File: config.mk
export PLATFORM = sky130hd
export DESIGN_NAME = mwm_queue
export DESIGN_NICKNAME = d
export VERILOG_FILES = /design/src/design/mwm_pkg.sv /design/src/design/mwm_queue.sv
export SDC_FILE = /design/constraint.sdc
export NUM_CORES = 1
export LEC_CHECK = 0
export ABC_AREA = 1
export ABC_CLOCK_PERIOD_IN_PS = 4820
export BUFFER_PORTS_ARGS = -buffer_cell sky130_fd_sc_hd__buf_4
export CORE_MARGIN = 1
export CORE_UTILIZATION = 55
export CTS_CLUSTER_SIZE = 28
export DETAILED_ROUTE_END_ITERATION = 10
export PLACE_DENSITY = 0.76
export REMOVE_ABC_BUFFERS = 1
export SLEW_MARGIN = 10
export SYNTH_ARGS = -nofsm -noshare
export SYNTH_HDL_FRONTEND = slang
export SYNTH_SLANG_ARGS = --single-unit
File: constraint.sdc
create_clock -name clk -period 4.82 [get_ports clk]
set_input_delay 0.723 -clock clk [delete_from_list [all_inputs] [get_ports clk]]
set_output_delay 0.723 -clock clk [all_outputs]
set_load 0.02 [all_outputs]
File: src/design/mwm_pkg.sv
// mecanum wheel mixer package: shared constants, queue item and series-stage types
// no dependencies; compiled first
`default_nettype none

package mwm_pkg;

    localparam int ANGLE_BITS = 16;
    localparam int PHASE_BITS = 16;
    localparam int OCT_BITS   = 14;

    localparam logic [31:0] PI_Q30  = 32'd3373259426;
    localparam logic [30:0] ONE_Q30 = 31'h4000_0000;

    localparam int N_TERMS    = 5;
    localparam int SER_STAGES = 2 + 3 * N_TERMS + 2;

    localparam logic [6:0] DIV_COS [1:N_TERMS] = '{7'd2, 7'd12, 7'd30, 7'd56, 7'd90};
    localparam logic [6:0] DIV_SIN [1:N_TERMS] = '{7'd6, 7'd20, 7'd42, 7'd72, 7'd110};

    localparam int FIFO_DEPTH = 4;
    localparam int FIFO_AW    = $clog2(FIFO_DEPTH);

    typedef enum logic [1:0] {
        QUAD_0 = 2'd0,
        QUAD_1 = 2'd1,
        QUAD_2 = 2'd2,
        QUAD_3 = 2'd3
    } quad_t;

    typedef struct packed {
        logic [OCT_BITS-1:0] oct;
        logic                swap;
        quad_t               quad;
        logic signed [7:0]   speed;
        logic signed [7:0]   rot;
        logic                imm;
    } cls_t;

    typedef struct packed {
        logic [29:0]        x2;
        logic [30:0]        t_c;
        logic [30:0]        t_s;
        logic [30:0]        q_c;
        logic [30:0]        q_s;
        logic signed [31:0] acc_c;
        logic signed [31:0] acc_s;
        cls_t               cls;
    } ser_t;

endpackage

`default_nettype wire

File: src/design/mwm_queue.sv
// short request queue between the front end and the back end
// depends on mwm_pkg
`default_nettype none

module mwm_queue (
    input  wire logic          clk,
    input  wire logic          rst_n,
    input  wire logic          push,
    input  wire mwm_pkg::cls_t push_data,
    input  wire logic          pop,
    output logic               full,
    output logic               empty,
    output mwm_pkg::cls_t      pop_data
);
    import mwm_pkg::*;

    cls_t               mem_reg [FIFO_DEPTH];
    logic [FIFO_AW-1:0] wr_reg;
    logic [FIFO_AW-1:0] wr_next;
    logic [FIFO_AW-1:0] rd_reg;
    logic [FIFO_AW-1:0] rd_next;
    logic [FIFO_AW:0]   cnt_reg;
    logic [FIFO_AW:0]   cnt_next;

    assign full     = cnt_reg == (FIFO_AW+1)'(FIFO_DEPTH);
    assign empty    = cnt_reg == '0;
    assign pop_data = mem_reg[rd_reg];

    always_comb
    begin
        wr_next  = push ? wr_reg + 1'b1 : wr_reg;
        rd_next  = pop ? rd_reg + 1'b1 : rd_reg;
        cnt_next = cnt_reg;
        if (push && !pop)
            cnt_next = cnt_reg + 1'b1;
        else if (!push && pop)
            cnt_next = cnt_reg - 1'b1;
    end

    always_ff @(posedge clk or negedge rst_n)
    begin
        if (!rst_n)
        begin
            wr_reg  <= '0;
            rd_reg  <= '0;
            cnt_reg <= '0;
        end
        else
        begin
            wr_reg  <= wr_next;
            rd_reg  <= rd_next;
            cnt_reg <= cnt_next;
        end
    end

    always_ff @(posedge clk)
    begin
        if (push)
            mem_reg[wr_reg] <= push_data;
    end

    a_cnt_bound: assert property (@(posedge clk) disable iff (!rst_n)
        cnt_reg <= (FIFO_AW+1)'(FIFO_DEPTH))
        else $error("queue count beyond depth");

    a_pop_nonempty: assert property (@(posedge clk) disable iff (!rst_n)
        pop |-> cnt_reg != '0)
        else $error("pop from empty queue");

    a_push_count: assert property (@(posedge clk) disable iff (!rst_n)
        (push && !pop) |=> cnt_reg == $past(cnt_reg) + 1'b1)
        else $error("queue count did not follow push");

endmodule

`default_nettype wire

==> impl_metrics.yaml <==
yosys:
  synth_top_area_frac: 0.7074
  syn_inst: 444
  ys_top_cells_by_area: "edfxtp_1 71%, o211ai_1 8.8%, nand2_1 7.5%"
  synth_top_area_cell: "edfxtp_1"
  avgSynthCellArea_um2: 13.00
  synth_warnings: 0
  ys_seq_area_frac: 0.7378
  synth_seq_cells: 143
  synth_area_um2: 5773
  ys_types: 17
routing:
  antenna_left: 0
  routed-via-count: 3439
  drc_errors: 0
  vias_per_cell: 5.141
  drt-total-wl_um: 10040
  drtIter0Drc: 228
  dr.pass1.iters: 5
  wl_per_cell_um: 15.01
global_route:
  grt_util_met2: 0.3184
  grt_busiest_layer: "met2"
  grt_use_met3: 0.06140
  antenna_found_initial: 0
  use_met1: 0.2570
  grt_start_max_net_pins: 139
  grtUsageTotal: 0.1994
  overflow: 0
  grt_pass1_vias: 3426
  grt_pass1_wl_um: 16280
run_status:
  status: "finished, final reports clean"
placement:
  dpl.hpwl_um: 5584
  portBuffers: 73
  gp_congestion: 0.6658
  dp_slack_ns: 2.251
  placed_cells: 635
  dpl-instance-area_um2: 6405
setup_path:
  cp-start-kind: "register"
  reg2reg_depth: 5
  rrSetupSlack_ns: 3.24
  crit_arrival_ns: 2.16
  reg2reg_to: "mem_reg[2][4]"
  critPathTopFamily: "flip-flops"
  crit_chain: "buf_16, nand2_1, o211ai_1, nand2_1, buf_4"
  crit_top_cell: "nand2_1"
  cp_slowest_stage_delay_ns: 0.81
  worstPathRequired_ns: 4.10
  timing.rr.start: "wr_reg[0]"
  worstSetupPathType: "reg -> out"
  cp-end-kind: "output port"
  cp_max_fo: 80
  critPathBufInv: 2
  cpMaxStageDelayCell: "dfrtp_4"
floorplan:
  die_w_um: 104.5
  core-area_um2: 10230
  rows: 37
  die_y_um: 104.5
  io_pins: 74
  dieArea_um2: 10910
  start_util: 0.5643
finish:
  final_cell_mix: "136 x edfxtp_1, 115 x nand2_1, 78 x buf_4"
  multi_input_area_um2: 1086
  design_area_um2: 7015
  syn_to_final_growth_pct: 21.52
  final_cells: 669
  mostFrequentLayoutCell: "edfxtp_1"
  nets: 564
  num_antenna_cells: 0
  utilization: 0.6857
  largest_reg_flops: 136
  seq_area_um2: 4263
  fill_cells: 686
  drive_gt1_frac: 0.2101
clock_network:
  cts-root-buf: "clkbuf_8"
  clk_pin_slew_ns: 0.06
  tritoncts: "yes"
  cts_post_setup_buffers_inserted: 0
  clk_latency_ns: 0.51
  cts_resized: 0
  numCtsBuffers: 17
  h-tree-depth: 4
  ctsLongestPathBuffers: 2
  cts.sinks: 143
timing:
  holdWs_ns: 0.4026
  maxSlewViolCount: 0
  finalCriticalPeriod_ns: 2.881
  worst_pin_slew_ns: 0.7563
  rsz0062_at_grt: "false"
  setup_slack_ns: 1.939
  relSlewSlack: 0.4951
  max_freq_mhz: 347.0
  finalSetupViolCount: 0
  fin_crit_sh: 0.5978
  setup_tns_ns: 0
  final_hold_viol_count: 0
  fin_skew_ns: 0.005879
min_path:
  hp-start: "pop"
  hold_path.class: "in -> reg"
  worstHoldEndpoint: "rd_reg[0]"
  whs_path_depth: 2
power:
  p_clk_frac: 0.270
  p_sw_mw: 1.635
  power.internal_mw: 2.970
  leakage_nw: 2.850
  pwr-share-seq: 0.386
  max-vdd-ir-drop_mv: 0.3371
  power.total_mw: 4.606
  p_comb_frac: 0.344
  p_per_area_nw_per_um2: 656.5
  switching_share: 0.3551
flow_run:
  maxCapViolCount: 0
[per-layer routing]
layer	share of wire	up-vias
li1	-	1685
met1	0.43	1636
met2	0.49	108
met3	0.069	10
met4	0.012	0
met5	0	-
[worst max-delay path by stage]
stage,cells after the start,end,startpoint
CTS,4,pop_data[19],rd_reg[0]
floorplan,2,pop_data[0],rd_reg[0]
finish,5,pop_data[22],rd_reg[0]
detailed placement,4,pop_data[22],rd_reg[0]
global route,5,pop_data[22],rd_reg[0]
global placement,4,pop_data[22],rd_reg[0]
[power by group through the flow]
stage / Combinational, mW / Sequential [mW] / Clock [mW]
after detailed placement: 1.49 / 1.88 / 0
after global routing: 1.74 / 1.81 / 1.32
after floorplan: 0.880 / 1.85 / 0
after global placement: 1.46 / 1.87 / 0
after CTS: 1.50 / 1.86 / 1.26
final: 1.58 / 1.78 / 1.25
[kinds of logic (layout without fill, tap and decap cells)]
| kind of cell | count (synthesis) | in the layout | synth area share |
|---|---|---|---|
| buffers and inverters | 103 | 192 | 0.07412 |
| adder cells (fa/ha/maj) | 6 | 6 | 0.01430 |
| AO/OA/AOI/OAI | 69 | 69 | 0.08929 |
| AND/OR/NAND/NOR | 119 | 119 | 0.07846 |
| flip-flops | 143 | 143 | 0.7378 |
| XOR/XNOR | 4 | 4 | 0.006070 |
[Yosys cell counts, drive strengths merged]
cell and number:
nor3 2, ha 5, nand2 115, nand4 1, nand3 1, o211ai 68
edfxtp 136, o21ai 1, xnor2 1, buf 21, fa 1, clkbuf 2
xor2 3, inv 80, dfrtp 7
[area by class of cell]
class / instances / area share
sequential: 143 / 0.6076
multi-input combinational: 198 / 0.1548
timing repair buffer: 80 / 0.08882
clock buffer: 18 / 0.05957
inverter: 80 / 0.04280
tap: 136 / 0.02426
clock inverter: 14 / 0.02212
[worst register-to-register path: stages, from the launching register on]
cell and delay (ns):
dfrtp_1 0.42, inv_1 0.10, ha_1 0.15, nand2_1 0.05
clkinv_1 0.04, buf_4 0.43
[repair_timing]
| action | in CTS | in global routing |
|---|---|---|
| setup endpoints to repair | 0 | 0 |
| hold endpoints to repair | 7 | 0 |
| hold buffers | 1 | 0 |
Note: power is estimated with default switching activity, not from simulation.
