<file path="src/design/mwm_pkg.sv">
// mecanum wheel mixer package: shared constants, queue item and series-stage types
// no dependencies; compiled first
`default_nettype none

package mwm_pkg;

    localparam int ANGLE_BITS = 16;
    localparam int PHASE_BITS = 16;
    localparam int OCT_BITS   = 14;

    localparam logic [31:0] PI_Q30  = 32'd3373259426;
    localparam logic [30:0] ONE_Q30 = 31'h4000_0000;

    localparam int N_TERMS    = 5;
    localparam int SER_STAGES = 2 + 3 * N_TERMS + 2;

    localparam logic [6:0] DIV_COS [1:N_TERMS] = '{7'd2, 7'd12, 7'd30, 7'd56, 7'd90};
    localparam logic [6:0] DIV_SIN [1:N_TERMS] = '{7'd6, 7'd20, 7'd42, 7'd72, 7'd110};

    localparam int FIFO_DEPTH = 4;
    localparam int FIFO_AW    = $clog2(FIFO_DEPTH);

    typedef enum logic [1:0] {
        QUAD_0 = 2'd0,
        QUAD_1 = 2'd1,
        QUAD_2 = 2'd2,
        QUAD_3 = 2'd3
    } quad_t;

    typedef struct packed {
        logic [OCT_BITS-1:0] oct;
        logic                swap;
        quad_t               quad;
        logic signed [7:0]   speed;
        logic signed [7:0]   rot;
        logic                imm;
    } cls_t;

    typedef struct packed {
        logic [29:0]        x2;
        logic [30:0]        t_c;
        logic [30:0]        t_s;
        logic [30:0]        q_c;
        logic [30:0]        q_s;
        logic signed [31:0] acc_c;
        logic signed [31:0] acc_s;
        cls_t               cls;
    } ser_t;

endpackage

`default_nettype wire

</file>
<file path="src/design/mwm_if.sv">
// request and result channel interfaces of the mecanum wheel mixer
// no dependencies
`default_nettype none

interface mwm_cmd_if;
    logic               valid;
    logic               ready;
    logic        [15:0] heading_angle;
    logic signed [15:0] drive_speed;
    logic signed [15:0] turn_rate;
    logic               immediate_flag;

    modport source (output valid, heading_angle, drive_speed, turn_rate, immediate_flag,
                    input ready);
    modport sink   (input valid, heading_angle, drive_speed, turn_rate, immediate_flag,
                    output ready);
endinterface


`default_nettype wire

</file>
<file path="src/design/mwm_front.sv">
// front end: accepts requests, saturates speed and rotation, reduces the heading
// to an octant argument and quadrant; depends on mwm_pkg and mwm_if
`default_nettype none

module mwm_front (
    mwm_cmd_if.sink      cmd,
    input  wire logic    q_full,
    output logic         push,
    output mwm_pkg::cls_t cls
);
    import mwm_pkg::*;

    logic [PHASE_BITS-1:0] phase;
    logic [PHASE_BITS-1:0] ph_r;
    logic [OCT_BITS-1:0]   frac;
    logic                  swap;

    function automatic logic signed [7:0] sat127(input logic signed [15:0] v);
        logic signed [7:0] r;
        if (v > 16'sd127)
            r = 8'sd127;
        else if (v < -16'sd127)
            r = -8'sd127;
        else
            r = v[7:0];
        return r;
    endfunction

    generate
        if (ANGLE_BITS >= PHASE_BITS)
        begin : g_narrow
            assign phase = PHASE_BITS'(cmd.heading_angle >> (ANGLE_BITS - PHASE_BITS));
        end
        else
        begin : g_wide
            assign phase = PHASE_BITS'({cmd.heading_angle} << (PHASE_BITS - ANGLE_BITS));
        end
    endgenerate

    // right diagonal phase, left one is a quarter turn behind
    assign ph_r = phase + 16'd8192;
    assign frac = ph_r[OCT_BITS-1:0];
    assign swap = frac > 14'd8192;

    assign cmd.ready = !q_full;
    assign push      = cmd.valid && !q_full;

    always_comb
    begin
        cls.oct   = swap ? OCT_BITS'(15'd16384 - {1'b0, frac}) : frac;
        cls.swap  = swap;
        cls.quad  = quad_t'(ph_r[15:14]);
        cls.speed = sat127(cmd.drive_speed);
        cls.rot   = sat127(cmd.turn_rate);
        cls.imm   = cmd.immediate_flag;
    end

endmodule

`default_nettype wire

</file>
<file path="src/flat_wrapper.sv">
// flat-port wrapper written by rule: the top's interface ports become plain ports
module mwm_front_flat import mwm_pkg::*;
  (q_full, push, cls, cmd_valid, cmd_heading_angle, cmd_drive_speed, cmd_turn_rate, cmd_immediate_flag, cmd_ready);
  mwm_cmd_if cmd_i ();
  input  wire logic q_full;
  output logic push;
  output mwm_pkg::cls_t cls;
  input wire logic [$bits(cmd_i.valid)-1:0] cmd_valid;
  input wire logic [$bits(cmd_i.heading_angle)-1:0] cmd_heading_angle;
  input wire logic [$bits(cmd_i.drive_speed)-1:0] cmd_drive_speed;
  input wire logic [$bits(cmd_i.turn_rate)-1:0] cmd_turn_rate;
  input wire logic [$bits(cmd_i.immediate_flag)-1:0] cmd_immediate_flag;
  output wire logic [$bits(cmd_i.ready)-1:0] cmd_ready;
  assign cmd_i.valid = cmd_valid;
  assign cmd_i.heading_angle = cmd_heading_angle;
  assign cmd_i.drive_speed = cmd_drive_speed;
  assign cmd_i.turn_rate = cmd_turn_rate;
  assign cmd_i.immediate_flag = cmd_immediate_flag;
  assign cmd_ready = cmd_i.ready;
  mwm_front u_core (.cmd(cmd_i), .q_full(q_full), .push(push), .cls(cls));
endmodule
</file>
<file path="config.mk">
export PLATFORM = sky130hd
export DESIGN_NAME = mwm_front_flat
export DESIGN_NICKNAME = d
export VERILOG_FILES = /design/src/design/mwm_pkg.sv /design/src/design/mwm_if.sv /design/src/design/mwm_front.sv /design/src/flat_wrapper.sv
export SDC_FILE = /design/constraint.sdc
export NUM_CORES = 1
export LEC_CHECK = 0
export ABC_CLOCK_PERIOD_IN_PS = 1700
export BUFFER_PORTS_ARGS = -buffer_cell sky130_fd_sc_hd__buf_2
export CAP_MARGIN = 20
export CORE_MARGIN = 5
export CORE_UTILIZATION = 32
export DETAILED_ROUTE_END_ITERATION = 12
export GPL_TIMING_DRIVEN = 0
export PLACE_DENSITY_LB_ADDON = 0.25
export RECOVER_POWER = 100
export SYNTH_ARGS = -nofsm -noshare
export SYNTH_HDL_FRONTEND = slang
export SYNTH_SLANG_ARGS = --single-unit
</file>
<file path="constraint.sdc">
create_clock -name vclk -period 1.7
set_input_delay 0.17 -clock vclk [all_inputs]
set_output_delay 0.17 -clock vclk [all_outputs]
set_load 0.02 [all_outputs]
</file>
==> key figures <==
Layout
  – Area growth syn-to-layout: 118%
  – Fillers: 164
  – Seq Cell Count: 0
  – Fraction of layout cells with a size suffix above 1: 59.0%
  – Commonest non-fill, non-tap cells in the layout: buf_2, nor2_1, buf_4
  – Antenna cells: 0
  – Clkbuf count: 0
  – Most common cell after layout, fill and taps aside: buf_2
  – Seq. cell area: 0 sq um
  – Fin nets: 250

Routing
  – Vias per inst: 5.00
  – DRC: 0
  – Routed Antenna Nets: 0
  – Routed wire length: 3010 microns
  – Via count: 1109
  – Wire per inst: 13.6 microns
  – DR pass1 iterations: 4
  – Initial drt markers: 8

Run status
  – Failing checks: setup timing
  – Outcome: finished, violations left

STA
  – Post-route worst setup slack: -156 ps
  – Final setup viols: 9
  – Max-slew headroom: 68.5%
  – Final-report hold violation count: 0
  – Final Max Tran Viols: 0
  – Crit path time final: 1860 ps
  – RSZ-0062 raised after global routing: true
  – Least-Margin Pin Slew: 472 ps
  – Crit share post-route: 109%
  – F_max: 0.539 GHz

Floorplan
  – Row Count: 16
  – Die area: 2920 sq um
  – Starting Density: 32.7%
  – Die Wd: 54.1 microns
  – Die height: 54.1 microns
  – Ports: 87
  – Core Area: 1900 sq um

Setup path
  – Sequence of cells on the critical path: buf_2 > or4_4 > o31ai_4 > mux2_4 > buf_6
  – Worst path arrival time: 1690 ps
  – Max FO, Critical Path: 5
  – Worst path bufs/invs: 2
  – CP required: 1530 ps
  – Kind of critical path: input pin to primary output
  – Top delay family on crit path: simple AND/OR/NAND/NOR gates
  – Crit path launch type: input pin
  – Worst setup EP type: primary output
  – Origin of the worst setup path: cmd_heading_angle[12]
  – Slowest cell on the critical path: or4_4
  – Worst path max stage delay: 570 ps

Power and ir drop
  – Pwr Total: 397 uW
  – Max VDD drop: 0.187 mV
  – Leak: 0.000656 uW
  – Pwr Density: 293 nW/um^2

Yosys
  – Sequential share of the synthesized area: 0%
  – Syn Std Cell Area: 622 sq um
  – Syn_nets: 155
  – Ys Warns: 0
  – Mapped Cells: 102
  – Yosys cell types: 29
  – Synth Area per Inst: 6.10 sq um

GRT
  – Antenna violations before repair: 0
  – Met1 Use GR: 17.6%
  – Vias in the first global route: 1092
  – GRT Util Overall: 19.3%
  – GR Util met3: 4.71%
  – Largest net degree at the start of global routing: 11
  – Met2 global-route usage: 42.5%
  – Busiest grt layer: met2
  – First-pass GRT wire length: 4360 microns
  – GR Overflow Total: 0

Placed design
  – Pre-CTS setup slack: -294 ps
  – Buffers on Ports: 86
  – Post-DP HPWL: 2190 microns
  – Gpl congestion: 0.804

Min path
  – Class of the worst hold path: input pin to primary output
  – Hold Crit Start: cmd_immediate_flag

Flow run
  – Max cap viols: 0
==> cells in the mapped netlist, types with 2 or more instances <==
cell type | number | area share (%)
nor2_1 | 33 | 20
nor3_1 | 8 | 6.4
nor4_1 | 7 | 7.0
xor2_1 | 7 | 9.9
inv_1 | 5 | 3.0
or4_1 | 5 | 6.0
nand4_1 | 4 | 4.0
a21oi_1 | 3 | 2.4
buf_4 | 3 | 3.6
clkbuf_1 | 2 | 1.2
ha_1 | 2 | 4.0
nand2_1 | 2 | 1.2
o21ai_0 | 2 | 1.6
o31a_1 | 2 | 2.8
or3_1 | 2 | 2.0
xnor2_1 | 2 | 2.8
==> per-stage QoR <==
stage / instances / instance area, sq um / hold WS, ps / TNS, ps / util [%]
2_1_floorplan: 102 / 653 / 417 / 0 / -
3_3_place_gp: 215 / 1120 / 561 / -2040 / 58.8
3_5_place_dp: 215 / 1120 / 562 / -2090 / 58.8
4_1_cts: 217 / 1260 / 562 / -856 / 66.3
5_1_grt: 222 / 1360 / 610 / -1740 / 71.3
6_report: 222 / 1360 / 603 / -813 / 71.3
==> cell type report <==
cell class / instances / area, sq um / area share (%)
Tap cell: 27 / 33.8 / 2.49
Inverter: 5 / 23.8 / 1.75
Timing Repair Buffer: 95 / 593 / 43.8
Multi-Input combinational cell: 90 / 677 / 50.0
Buffer: 5 / 27.5 / 2.03
==> layer usage <==
metal	routed length, microns	up-vias
li1	-	547
met1	960	507
met2	1730	49
met4	53	0
met5	0	-
met3	266	6
==> power by group <==
part	switching (uW)	internal, uW	leakage [uW]
clock	0	0	0
sequential	0	0	0
combinational	219	178	0.000656
==> cells by family after synthesis <==
| group | after synthesis | share of synthesized area (%) |
|---|---|---|
| AOI/OAI and AO/OA | 10 | 12.9 |
| xor gates and xnor gates | 9 | 12.7 |
| adders and majority gates | 2 | 4.02 |
| buffers and inverters | 12 | 10.5 |
| muxes | 2 | 4.22 |
| and+or+nand+nor | 67 | 55.7 |
==> final timing paths <==
check,to,slack (ps),cells after the start
setup / recovery,cls[21],-160,5
hold / removal,cls[0],600,2
==> timing repair <==
action,CTS,global route
gates resized for setup,38,23
pin swaps,8,12
buffers inserted,4,5
hold buffers,0,0
endpoints found under the setup margin,14,24
Power figures use the tool's default switching activity.
