### config.mk
export PLATFORM = sky130hd
export DESIGN_NAME = mwm_mixer_flat
export DESIGN_NICKNAME = d
export VERILOG_FILES = /design/src/design/mwm_pkg.sv /design/src/design/mwm_if.sv /design/src/design/mwm_mixer.sv /design/src/flat_wrapper.sv
export SDC_FILE = /design/constraint.sdc
export NUM_CORES = 2
export LEC_CHECK = 0
export BUFFER_PORTS_ARGS = -buffer_cell sky130_fd_sc_hd__clkbuf_2
export CAP_MARGIN = 20
export CORE_ASPECT_RATIO = 1.75
export CORE_MARGIN = 1.5
export CORE_UTILIZATION = 60
export DETAILED_ROUTE_END_ITERATION = 12
export PLACE_DENSITY_LB_ADDON = 0.25
export SLEW_MARGIN = 20
export SYNTH_ARGS = -nofsm -noshare
export SYNTH_HDL_FRONTEND = slang
export SYNTH_SLANG_ARGS = --single-unit
### constraint.sdc
create_clock -name clk -period 11.3 [get_ports clk]
set_input_delay 1.13 -clock clk [delete_from_list [all_inputs] [get_ports clk]]
set_output_delay 1.13 -clock clk [all_outputs]
set_load 0.005 [all_outputs]
### src/design/mwm_pkg.sv
// mecanum wheel mixer package: shared constants, queue item and series-stage types
// no dependencies; compiled first
`default_nettype none

package mwm_pkg;

    localparam int ANGLE_BITS = 16;
    localparam int PHASE_BITS = 16;
    localparam int OCT_BITS   = 14;

    localparam logic [31:0] PI_Q30  = 32'd3373259426;
    localparam logic [30:0] ONE_Q30 = 31'h4000_0000;

    localparam int N_TERMS    = 5;
    localparam int SER_STAGES = 2 + 3 * N_TERMS + 2;

    localparam logic [6:0] DIV_COS [1:N_TERMS] = '{7'd2, 7'd12, 7'd30, 7'd56, 7'd90};
    localparam logic [6:0] DIV_SIN [1:N_TERMS] = '{7'd6, 7'd20, 7'd42, 7'd72, 7'd110};

    localparam int FIFO_DEPTH = 4;
    localparam int FIFO_AW    = $clog2(FIFO_DEPTH);

    typedef enum logic [1:0] {
        QUAD_0 = 2'd0,
        QUAD_1 = 2'd1,
        QUAD_2 = 2'd2,
        QUAD_3 = 2'd3
    } quad_t;

    typedef struct packed {
        logic [OCT_BITS-1:0] oct;
        logic                swap;
        quad_t               quad;
        logic signed [7:0]   speed;
        logic signed [7:0]   rot;
        logic                imm;
    } cls_t;

    typedef struct packed {
        logic [29:0]        x2;
        logic [30:0]        t_c;
        logic [30:0]        t_s;
        logic [30:0]        q_c;
        logic [30:0]        q_s;
        logic signed [31:0] acc_c;
        logic signed [31:0] acc_s;
        cls_t               cls;
    } ser_t;

endpackage

`default_nettype wire

### src/design/mwm_if.sv
// request and result channel interfaces of the mecanum wheel mixer
// no dependencies
`default_nettype none


interface mwm_whl_if;
    logic              valid;
    logic              ready;
    logic signed [7:0] front_right_cmd;
    logic signed [7:0] rear_right_cmd;
    logic signed [7:0] front_left_cmd;
    logic signed [7:0] rear_left_cmd;
    logic              immediate_out;

    modport source (output valid, front_right_cmd, rear_right_cmd, front_left_cmd,
                    rear_left_cmd, immediate_out, input ready);
    modport sink   (input valid, front_right_cmd, rear_right_cmd, front_left_cmd,
                    rear_left_cmd, immediate_out, output ready);
endinterface

`default_nettype wire

### src/design/mwm_mixer.sv
// back end, part two: quadrant fold, diagonals, wheel mix, overload scaling by a
// pipelined restoring divider, output register; depends on mwm_pkg and mwm_if
`default_nettype none

module mwm_mixer (
    input  wire logic          clk,
    input  wire logic          rst_n,
    input  wire logic          en,
    input  wire logic          in_valid,
    input  wire logic [15:0]   cos_q,
    input  wire logic [15:0]   sin_q,
    input  wire mwm_pkg::cls_t cls,
    mwm_whl_if.source          res
);
    import mwm_pkg::*;

    localparam int NST = 6;

    logic [NST-1:0]     vld_reg;
    logic [15:0]        cf;
    logic [15:0]        sf;
    logic signed [16:0] cr;
    logic signed [16:0] cl;

    logic signed [24:0] pr_reg;
    logic signed [24:0] pl_reg;
    logic signed [24:0] pr_next;
    logic signed [24:0] pl_next;
    logic signed [7:0]  rot_reg;
    logic [NST-1:0]     imm_reg;

    logic signed [24:0] tr;
    logic signed [24:0] tl;
    logic signed [8:0]  dr;
    logic signed [8:0]  dl;
    logic signed [8:0]  whl_reg  [4];
    logic signed [8:0]  whl_next [4];

    logic [7:0]  mag [4];
    logic [7:0]  m01;
    logic [7:0]  m23;
    logic [7:0]  mall;
    logic [7:0]  mx2_reg;
    logic [7:0]  mx2_next;
    logic [14:0] num_reg  [4];
    logic [14:0] num_next [4];
    logic [3:0]  neg2_reg;

    logic [14:0] rem3_reg  [4];
    logic [14:0] rem3_next [4];
    logic [3:0]  qhi_reg   [4];
    logic [3:0]  qhi_next  [4];
    logic [7:0]  mx3_reg;
    logic [3:0]  neg3_reg;

    logic [6:0]  quot_reg  [4];
    logic [6:0]  quot_next [4];
    logic [3:0]  neg4_reg;

    logic signed [7:0] cmd_next [4];

    function automatic logic signed [16:0] quad_cos(input quad_t q, input logic [15:0] c,
                                                    input logic [15:0] sn);
        logic signed [16:0] r;
        case (q)
            QUAD_0:  r = $signed({1'b0, c});
            QUAD_1:  r = -$signed({1'b0, sn});
            QUAD_2:  r = -$signed({1'b0, c});
            QUAD_3:  r = $signed({1'b0, sn});
            default: r = '0;
        endcase
        return r;
    endfunction

    // stage 0: fold to quadrant and multiply by speed
    assign cf      = cls.swap ? sin_q : cos_q;
    assign sf      = cls.swap ? cos_q : sin_q;
    assign cr      = quad_cos(cls.quad, cf, sf);
    assign cl      = quad_cos(quad_t'(2'(cls.quad - 2'd1)), cf, sf);
    assign pr_next = 25'(cls.speed) * 25'(cr);
    assign pl_next = 25'(cls.speed) * 25'(cl);

    // stage 1: diagonals truncated toward zero, wheel mix
    assign tr = pr_reg + (pr_reg < 0 ? 25'sd32767 : 25'sd0);
    assign tl = pl_reg + (pl_reg < 0 ? 25'sd32767 : 25'sd0);
    assign dr = 9'(tr >>> 15);
    assign dl = 9'(tl >>> 15);

    always_comb
    begin
        whl_next[0] = dr + 9'(rot_reg);
        whl_next[1] = dl + 9'(rot_reg);
        whl_next[2] = dl - 9'(rot_reg);
        whl_next[3] = dr - 9'(rot_reg);
    end

    // stage 2: magnitudes, largest magnitude, numerators
    always_comb
    begin
        for (int l = 0; l < 4; l++)
        begin
            mag[l]      = whl_reg[l] < 0 ? 8'(-whl_reg[l]) : 8'(whl_reg[l]);
            num_next[l] = {mag[l], 7'd0} - 15'(mag[l]);
        end
        m01      = mag[0] > mag[1] ? mag[0] : mag[1];
        m23      = mag[2] > mag[3] ? mag[2] : mag[3];
        mall     = m01 > m23 ? m01 : m23;
        mx2_next = mall > 8'd127 ? mall : 8'd127;
    end

    // stage 3: upper quotient bits
    always_comb
    begin
        for (int l = 0; l < 4; l++)
        begin
            rem3_next[l] = num_reg[l];
            qhi_next[l]  = '0;
            for (int i = 3; i >= 0; i--)
            begin
                if (rem3_next[l] >= (15'(mx2_reg) << (i + 3)))
                begin
                    rem3_next[l] = rem3_next[l] - (15'(mx2_reg) << (i + 3));
                    qhi_next[l][i] = 1'b1;
                end
            end
        end
    end

    // stage 4: lower quotient bits
    always_comb
    begin
        logic [14:0] rem;
        for (int l = 0; l < 4; l++)
        begin
            rem          = rem3_reg[l];
            quot_next[l] = {qhi_reg[l], 3'd0};
            for (int i = 2; i >= 0; i--)
            begin
                if (rem >= (15'(mx3_reg) << i))
                begin
                    rem = rem - (15'(mx3_reg) << i);
                    quot_next[l][i] = 1'b1;
                end
            end
        end
    end

    // stage 5: sign restore into output register
    always_comb
    begin
        for (int l = 0; l < 4; l++)
            cmd_next[l] = neg4_reg[l] ? -$signed({1'b0, quot_reg[l]}) : $signed({1'b0, quot_reg[l]});
    end

    always_ff @(posedge clk or negedge rst_n)
    begin
        if (!rst_n)
            vld_reg <= '0;
        else if (en)
            vld_reg <= {vld_reg[NST-2:0], in_valid};
    end

    always_ff @(posedge clk)
    begin
        if (en)
        begin
            pr_reg   <= pr_next;
            pl_reg   <= pl_next;
            rot_reg  <= cls.rot;
            imm_reg  <= {imm_reg[NST-2:0], cls.imm};
            whl_reg  <= whl_next;
            mx2_reg  <= mx2_next;
            num_reg  <= num_next;
            for (int l = 0; l < 4; l++)
                neg2_reg[l] <= whl_reg[l] < 0;
            rem3_reg <= rem3_next;
            qhi_reg  <= qhi_next;
            mx3_reg  <= mx2_reg;
            neg3_reg <= neg2_reg;
            quot_reg <= quot_next;
            neg4_reg <= neg3_reg;
            res.front_right_cmd <= cmd_next[0];
            res.rear_right_cmd  <= cmd_next[1];
            res.front_left_cmd  <= cmd_next[2];
            res.rear_left_cmd   <= cmd_next[3];
        end
    end

    assign res.valid         = vld_reg[NST-1];
    assign res.immediate_out = imm_reg[NST-1];

    a_cmd_range: assert property (@(posedge clk) disable iff (!rst_n)
        res.valid |-> (res.front_right_cmd != -8'sd128 && res.rear_right_cmd != -8'sd128 &&
                       res.front_left_cmd != -8'sd128 && res.rear_left_cmd != -8'sd128))
        else $error("wheel command outside -127..127");

    a_advance: assert property (@(posedge clk) disable iff (!rst_n)
        (en && vld_reg[NST-2]) |=> res.valid)
        else $error("result lost in pipeline advance");

    a_freeze: assert property (@(posedge clk) disable iff (!rst_n)
        !en |=> $stable(vld_reg))
        else $error("pipeline moved while stalled");

endmodule

`default_nettype wire

### src/flat_wrapper.sv
// flat-port wrapper written by rule: the top's interface ports become plain ports
module mwm_mixer_flat import mwm_pkg::*;
  (clk, rst_n, en, in_valid, cos_q, sin_q, cls, res_valid, res_front_right_cmd, res_rear_right_cmd, res_front_left_cmd, res_rear_left_cmd, res_immediate_out, res_ready);
  mwm_whl_if res_i ();
  input  wire logic clk;
  input  wire logic rst_n;
  input  wire logic en;
  input  wire logic in_valid;
  input  wire logic [15:0] cos_q;
  input  wire logic [15:0] sin_q;
  input  wire mwm_pkg::cls_t cls;
  output wire logic [$bits(res_i.valid)-1:0] res_valid;
  output wire logic [$bits(res_i.front_right_cmd)-1:0] res_front_right_cmd;
  output wire logic [$bits(res_i.rear_right_cmd)-1:0] res_rear_right_cmd;
  output wire logic [$bits(res_i.front_left_cmd)-1:0] res_front_left_cmd;
  output wire logic [$bits(res_i.rear_left_cmd)-1:0] res_rear_left_cmd;
  output wire logic [$bits(res_i.immediate_out)-1:0] res_immediate_out;
  input wire logic [$bits(res_i.ready)-1:0] res_ready;
  assign res_valid = res_i.valid;
  assign res_front_right_cmd = res_i.front_right_cmd;
  assign res_rear_right_cmd = res_i.rear_right_cmd;
  assign res_front_left_cmd = res_i.front_left_cmd;
  assign res_rear_left_cmd = res_i.rear_left_cmd;
  assign res_immediate_out = res_i.immediate_out;
  assign res_i.ready = res_ready;
  mwm_mixer u_core (.clk(clk), .rst_n(rst_n), .en(en), .in_valid(in_valid), .cos_q(cos_q), .sin_q(sin_q), .cls(cls), .res(res_i));
endmodule
==> flow_summary.yaml <==
detailed_routing:
  wire_per_inst_um: 17.6
  first_pass_iters: 5
  wl_um: 90800
  drtIter0Drc: 1171
  via_count: 30433
  vias_per_cell: 5.90
  drc: 0
  ant_nets: 0
die:
  boundaryPins: 105
  dieWidth_um: 196
  initial_core_util_pct: 60.6
  rows: 123
  coreArea_um2: 64300
  fp.dieH_um: 340
  die_area_um2: 66600
placed_design:
  dpl.hpwl_um: 73000
  portBuffers: 89
  place_congestion: 0.943
critical_path:
  startpoint_type: "flip-flop"
  setup.worst_path.start: "u_core.mx2_reg[6]"
  critPathKind: "reg -> reg"
  reg2regPathDepth: 40
  cpPeakStageDelay_ns: 0.56
  r2r_slack_ns: 0.89
  reg2reg_to: "u_core.rem3_reg[9]"
  slowest_stage: "nor4_4"
  arrival_ns: 10.69
  worstPathMaxFanout: 12
  rr_startpoint: "u_core.mx2_reg[6]"
  cp_common_cell: "o21ai_0"
  crit_required_ns: 11.58
  endpoint_kind: "flip-flop"
logic_synthesis:
  synth_seq_cells: 324
  synth_top_cell_by_area: "edfxtp_1"
  synth_area_um2: 39000
  synth-edff-count: 318
  ys_top_cells_by_count: "inv_1 (443), ha_1 (414), nand2_1 (353)"
  synth.top_cell.area_share_pct: 24.5
  yosys.area_share.adder_pct: 25.9
  synth_compound_area_share_pct: 14.0
  synth_mux_area_share_pct: 5.43
  synth_most_common_cell: "inv_1"
  synthDistinctLibCells: 99
  netlist_instances: 4240
  yosys.area_share.simple_pct: 17.5
  synth-main-ff-cell: "edfxtp_1"
  synthArstFlopShare_pct: 1.85
  synth.avg_cell_area_um2: 9.20
  synth_xor_area_share_pct: 7.07
  syn_nets: 4971
  yosysSeqAreaShare_pct: 24.9
  synth.area.top_cells: "edfxtp_1 (24%), ha_1 (13%), fa_1 (13%)"
  synth_top_family_by_area: "adder cells"
  ys_warn_count: 0
grt:
  overflow: 0
  antenna_found_initial: 0
  gr-usage-all-layers_pct: 27.3
  grt_pass1_vias: 31277
  grt_max_degree: 156
  grt_pass1_wl_um: 146000
timing:
  skew_ns: 0.0165
  min_period_ns: 10.41
  slew_headroom_pct: 31.5
  period_share_pct: 92.1
  finalHoldViolCount: 0
  rsz0062_at_grt: "no"
  setup-tns-final_ns: 0
  timing.fmax_mhz: 96.1
  final-setup-viol-count: 0
  maxSlewViolCount: 0
  worst_pin_slew_ns: 1.02
clock_network:
  cts_made_buffers: 34
  cts_htree_levels: 2
  cts_setup_buffers: 0
  cts_tree: "yes"
  cts_hold_buf: 0
  cts.sinks: 324
  cts_resized: 0
  clk_latency_ns: 0.55
  clkTransAtPathRegs_ns: 0.07
  cts-root-buf: "clkbuf_16"
  cts_buffer_depth: 3
finish:
  fillers: 5327
  antennaDiodeCount: 0
  layout.nets: 5049
  drive_gt1_share_pct: 8.24
  area_delta_synth_final_pct: 6.92
min_path:
  hold_path_class: "in -> async"
status:
  outcome: "complete, no violations"
run:
  drv_cap: 0
final cells by class:
type	instances	area, µm²	share of cell area, %
Clock inverter	23	310	0.744
Multi-Input combinational cell	3376	27200	65.3
Inverter	446	1670	4.01
Clock buffer	39	933	2.24
Sequential cell	324	9700	23.3
Tap cell	812	1020	2.44
Timing Repair Buffer	136	821	1.97
cells by family after synthesis:
group | Yosys count
DFF | 324
adders and majority gates | 660
and+or+nand+nor | 1358
muxes | 185
AOI/OAI and AO/OA | 858
buffers and inverters | 540
xor gates and xnor gates | 315
per-stage QoR:
stage	cell area [µm²]	hold WS, ns	setup WS [ns]	instances	utilization, %
final	41700	0.391	0.893	5156	64.8
after detailed placement	40500	0.405	0.999	5094	62.9
after global routing	41700	0.386	0.126	5156	64.8
after CTS	41700	0.370	0.873	5156	64.8
after global placement	40500	0.400	1.23	5094	62.9
after floorplan	39000	0.400	1.26	4240	-
per-layer routing:
metal / share of wire [%] / track usage, % / wire length [µm]
met5: 0 / 0 / 0
met4: 7.8 / 19.9 / 7060
met3: 2.8 / 2.30 / 2540
met2: 56 / 56.0 / 50900
met1: 33 / 24.1 / 30300
how the worst max path moves through the flow:
stage,to,slack [ns],cells past startpoint
floorplan,u_core.rem3_reg[37],1.26,42
global placement,u_core.rem3_reg[35],1.23,39
detailed placement,u_core.rem3_reg[5],1.0,40
CTS,u_core.rem3_reg[9],0.87,40
global route,u_core.rem3_reg[7],0.13,40
finish,u_core.rem3_reg[9],0.89,40
critical path: cells and delay by family, from the launching register on:
family / cells / cell delay, ns
simple gates: 15 / 3.58
mux: 2 / 0.75
fa+ha+maj: 4 / 1.18
flops: 1 / 0.38
compound gates: 14 / 3.52
buf+inv: 5 / 0.75
cells in the final DEF (no fill, tap or decap), types with 65 or more instances in the layout:
| cell type | synthesis | final |
|---|---|---|
| xnor2_1 | 214 | 214 |
| mux2_2 | 104 | 104 |
| clkbuf_2 | 0 | 88 |
| inv_1 | 443 | 443 |
| o21ai_0 | 213 | 213 |
| ha_1 | 414 | 414 |
| edfxtp_1 | 318 | 318 |
| nor2b_1 | 76 | 76 |
| mux2i_1 | 65 | 65 |
| and2_1 | 174 | 174 |
| nand2_1 | 353 | 353 |
| nand2b_1 | 100 | 100 |
| a21oi_1 | 249 | 249 |
| a21o_1 | 85 | 85 |
| fa_1 | 246 | 246 |
| nor3_1 | 67 | 67 |
| nor2_1 | 316 | 316 |
| xor2_1 | 101 | 101 |
Power is not shown: default switching activity piles up to over one toggle a cycle in this logic, so the estimate is an artifact.
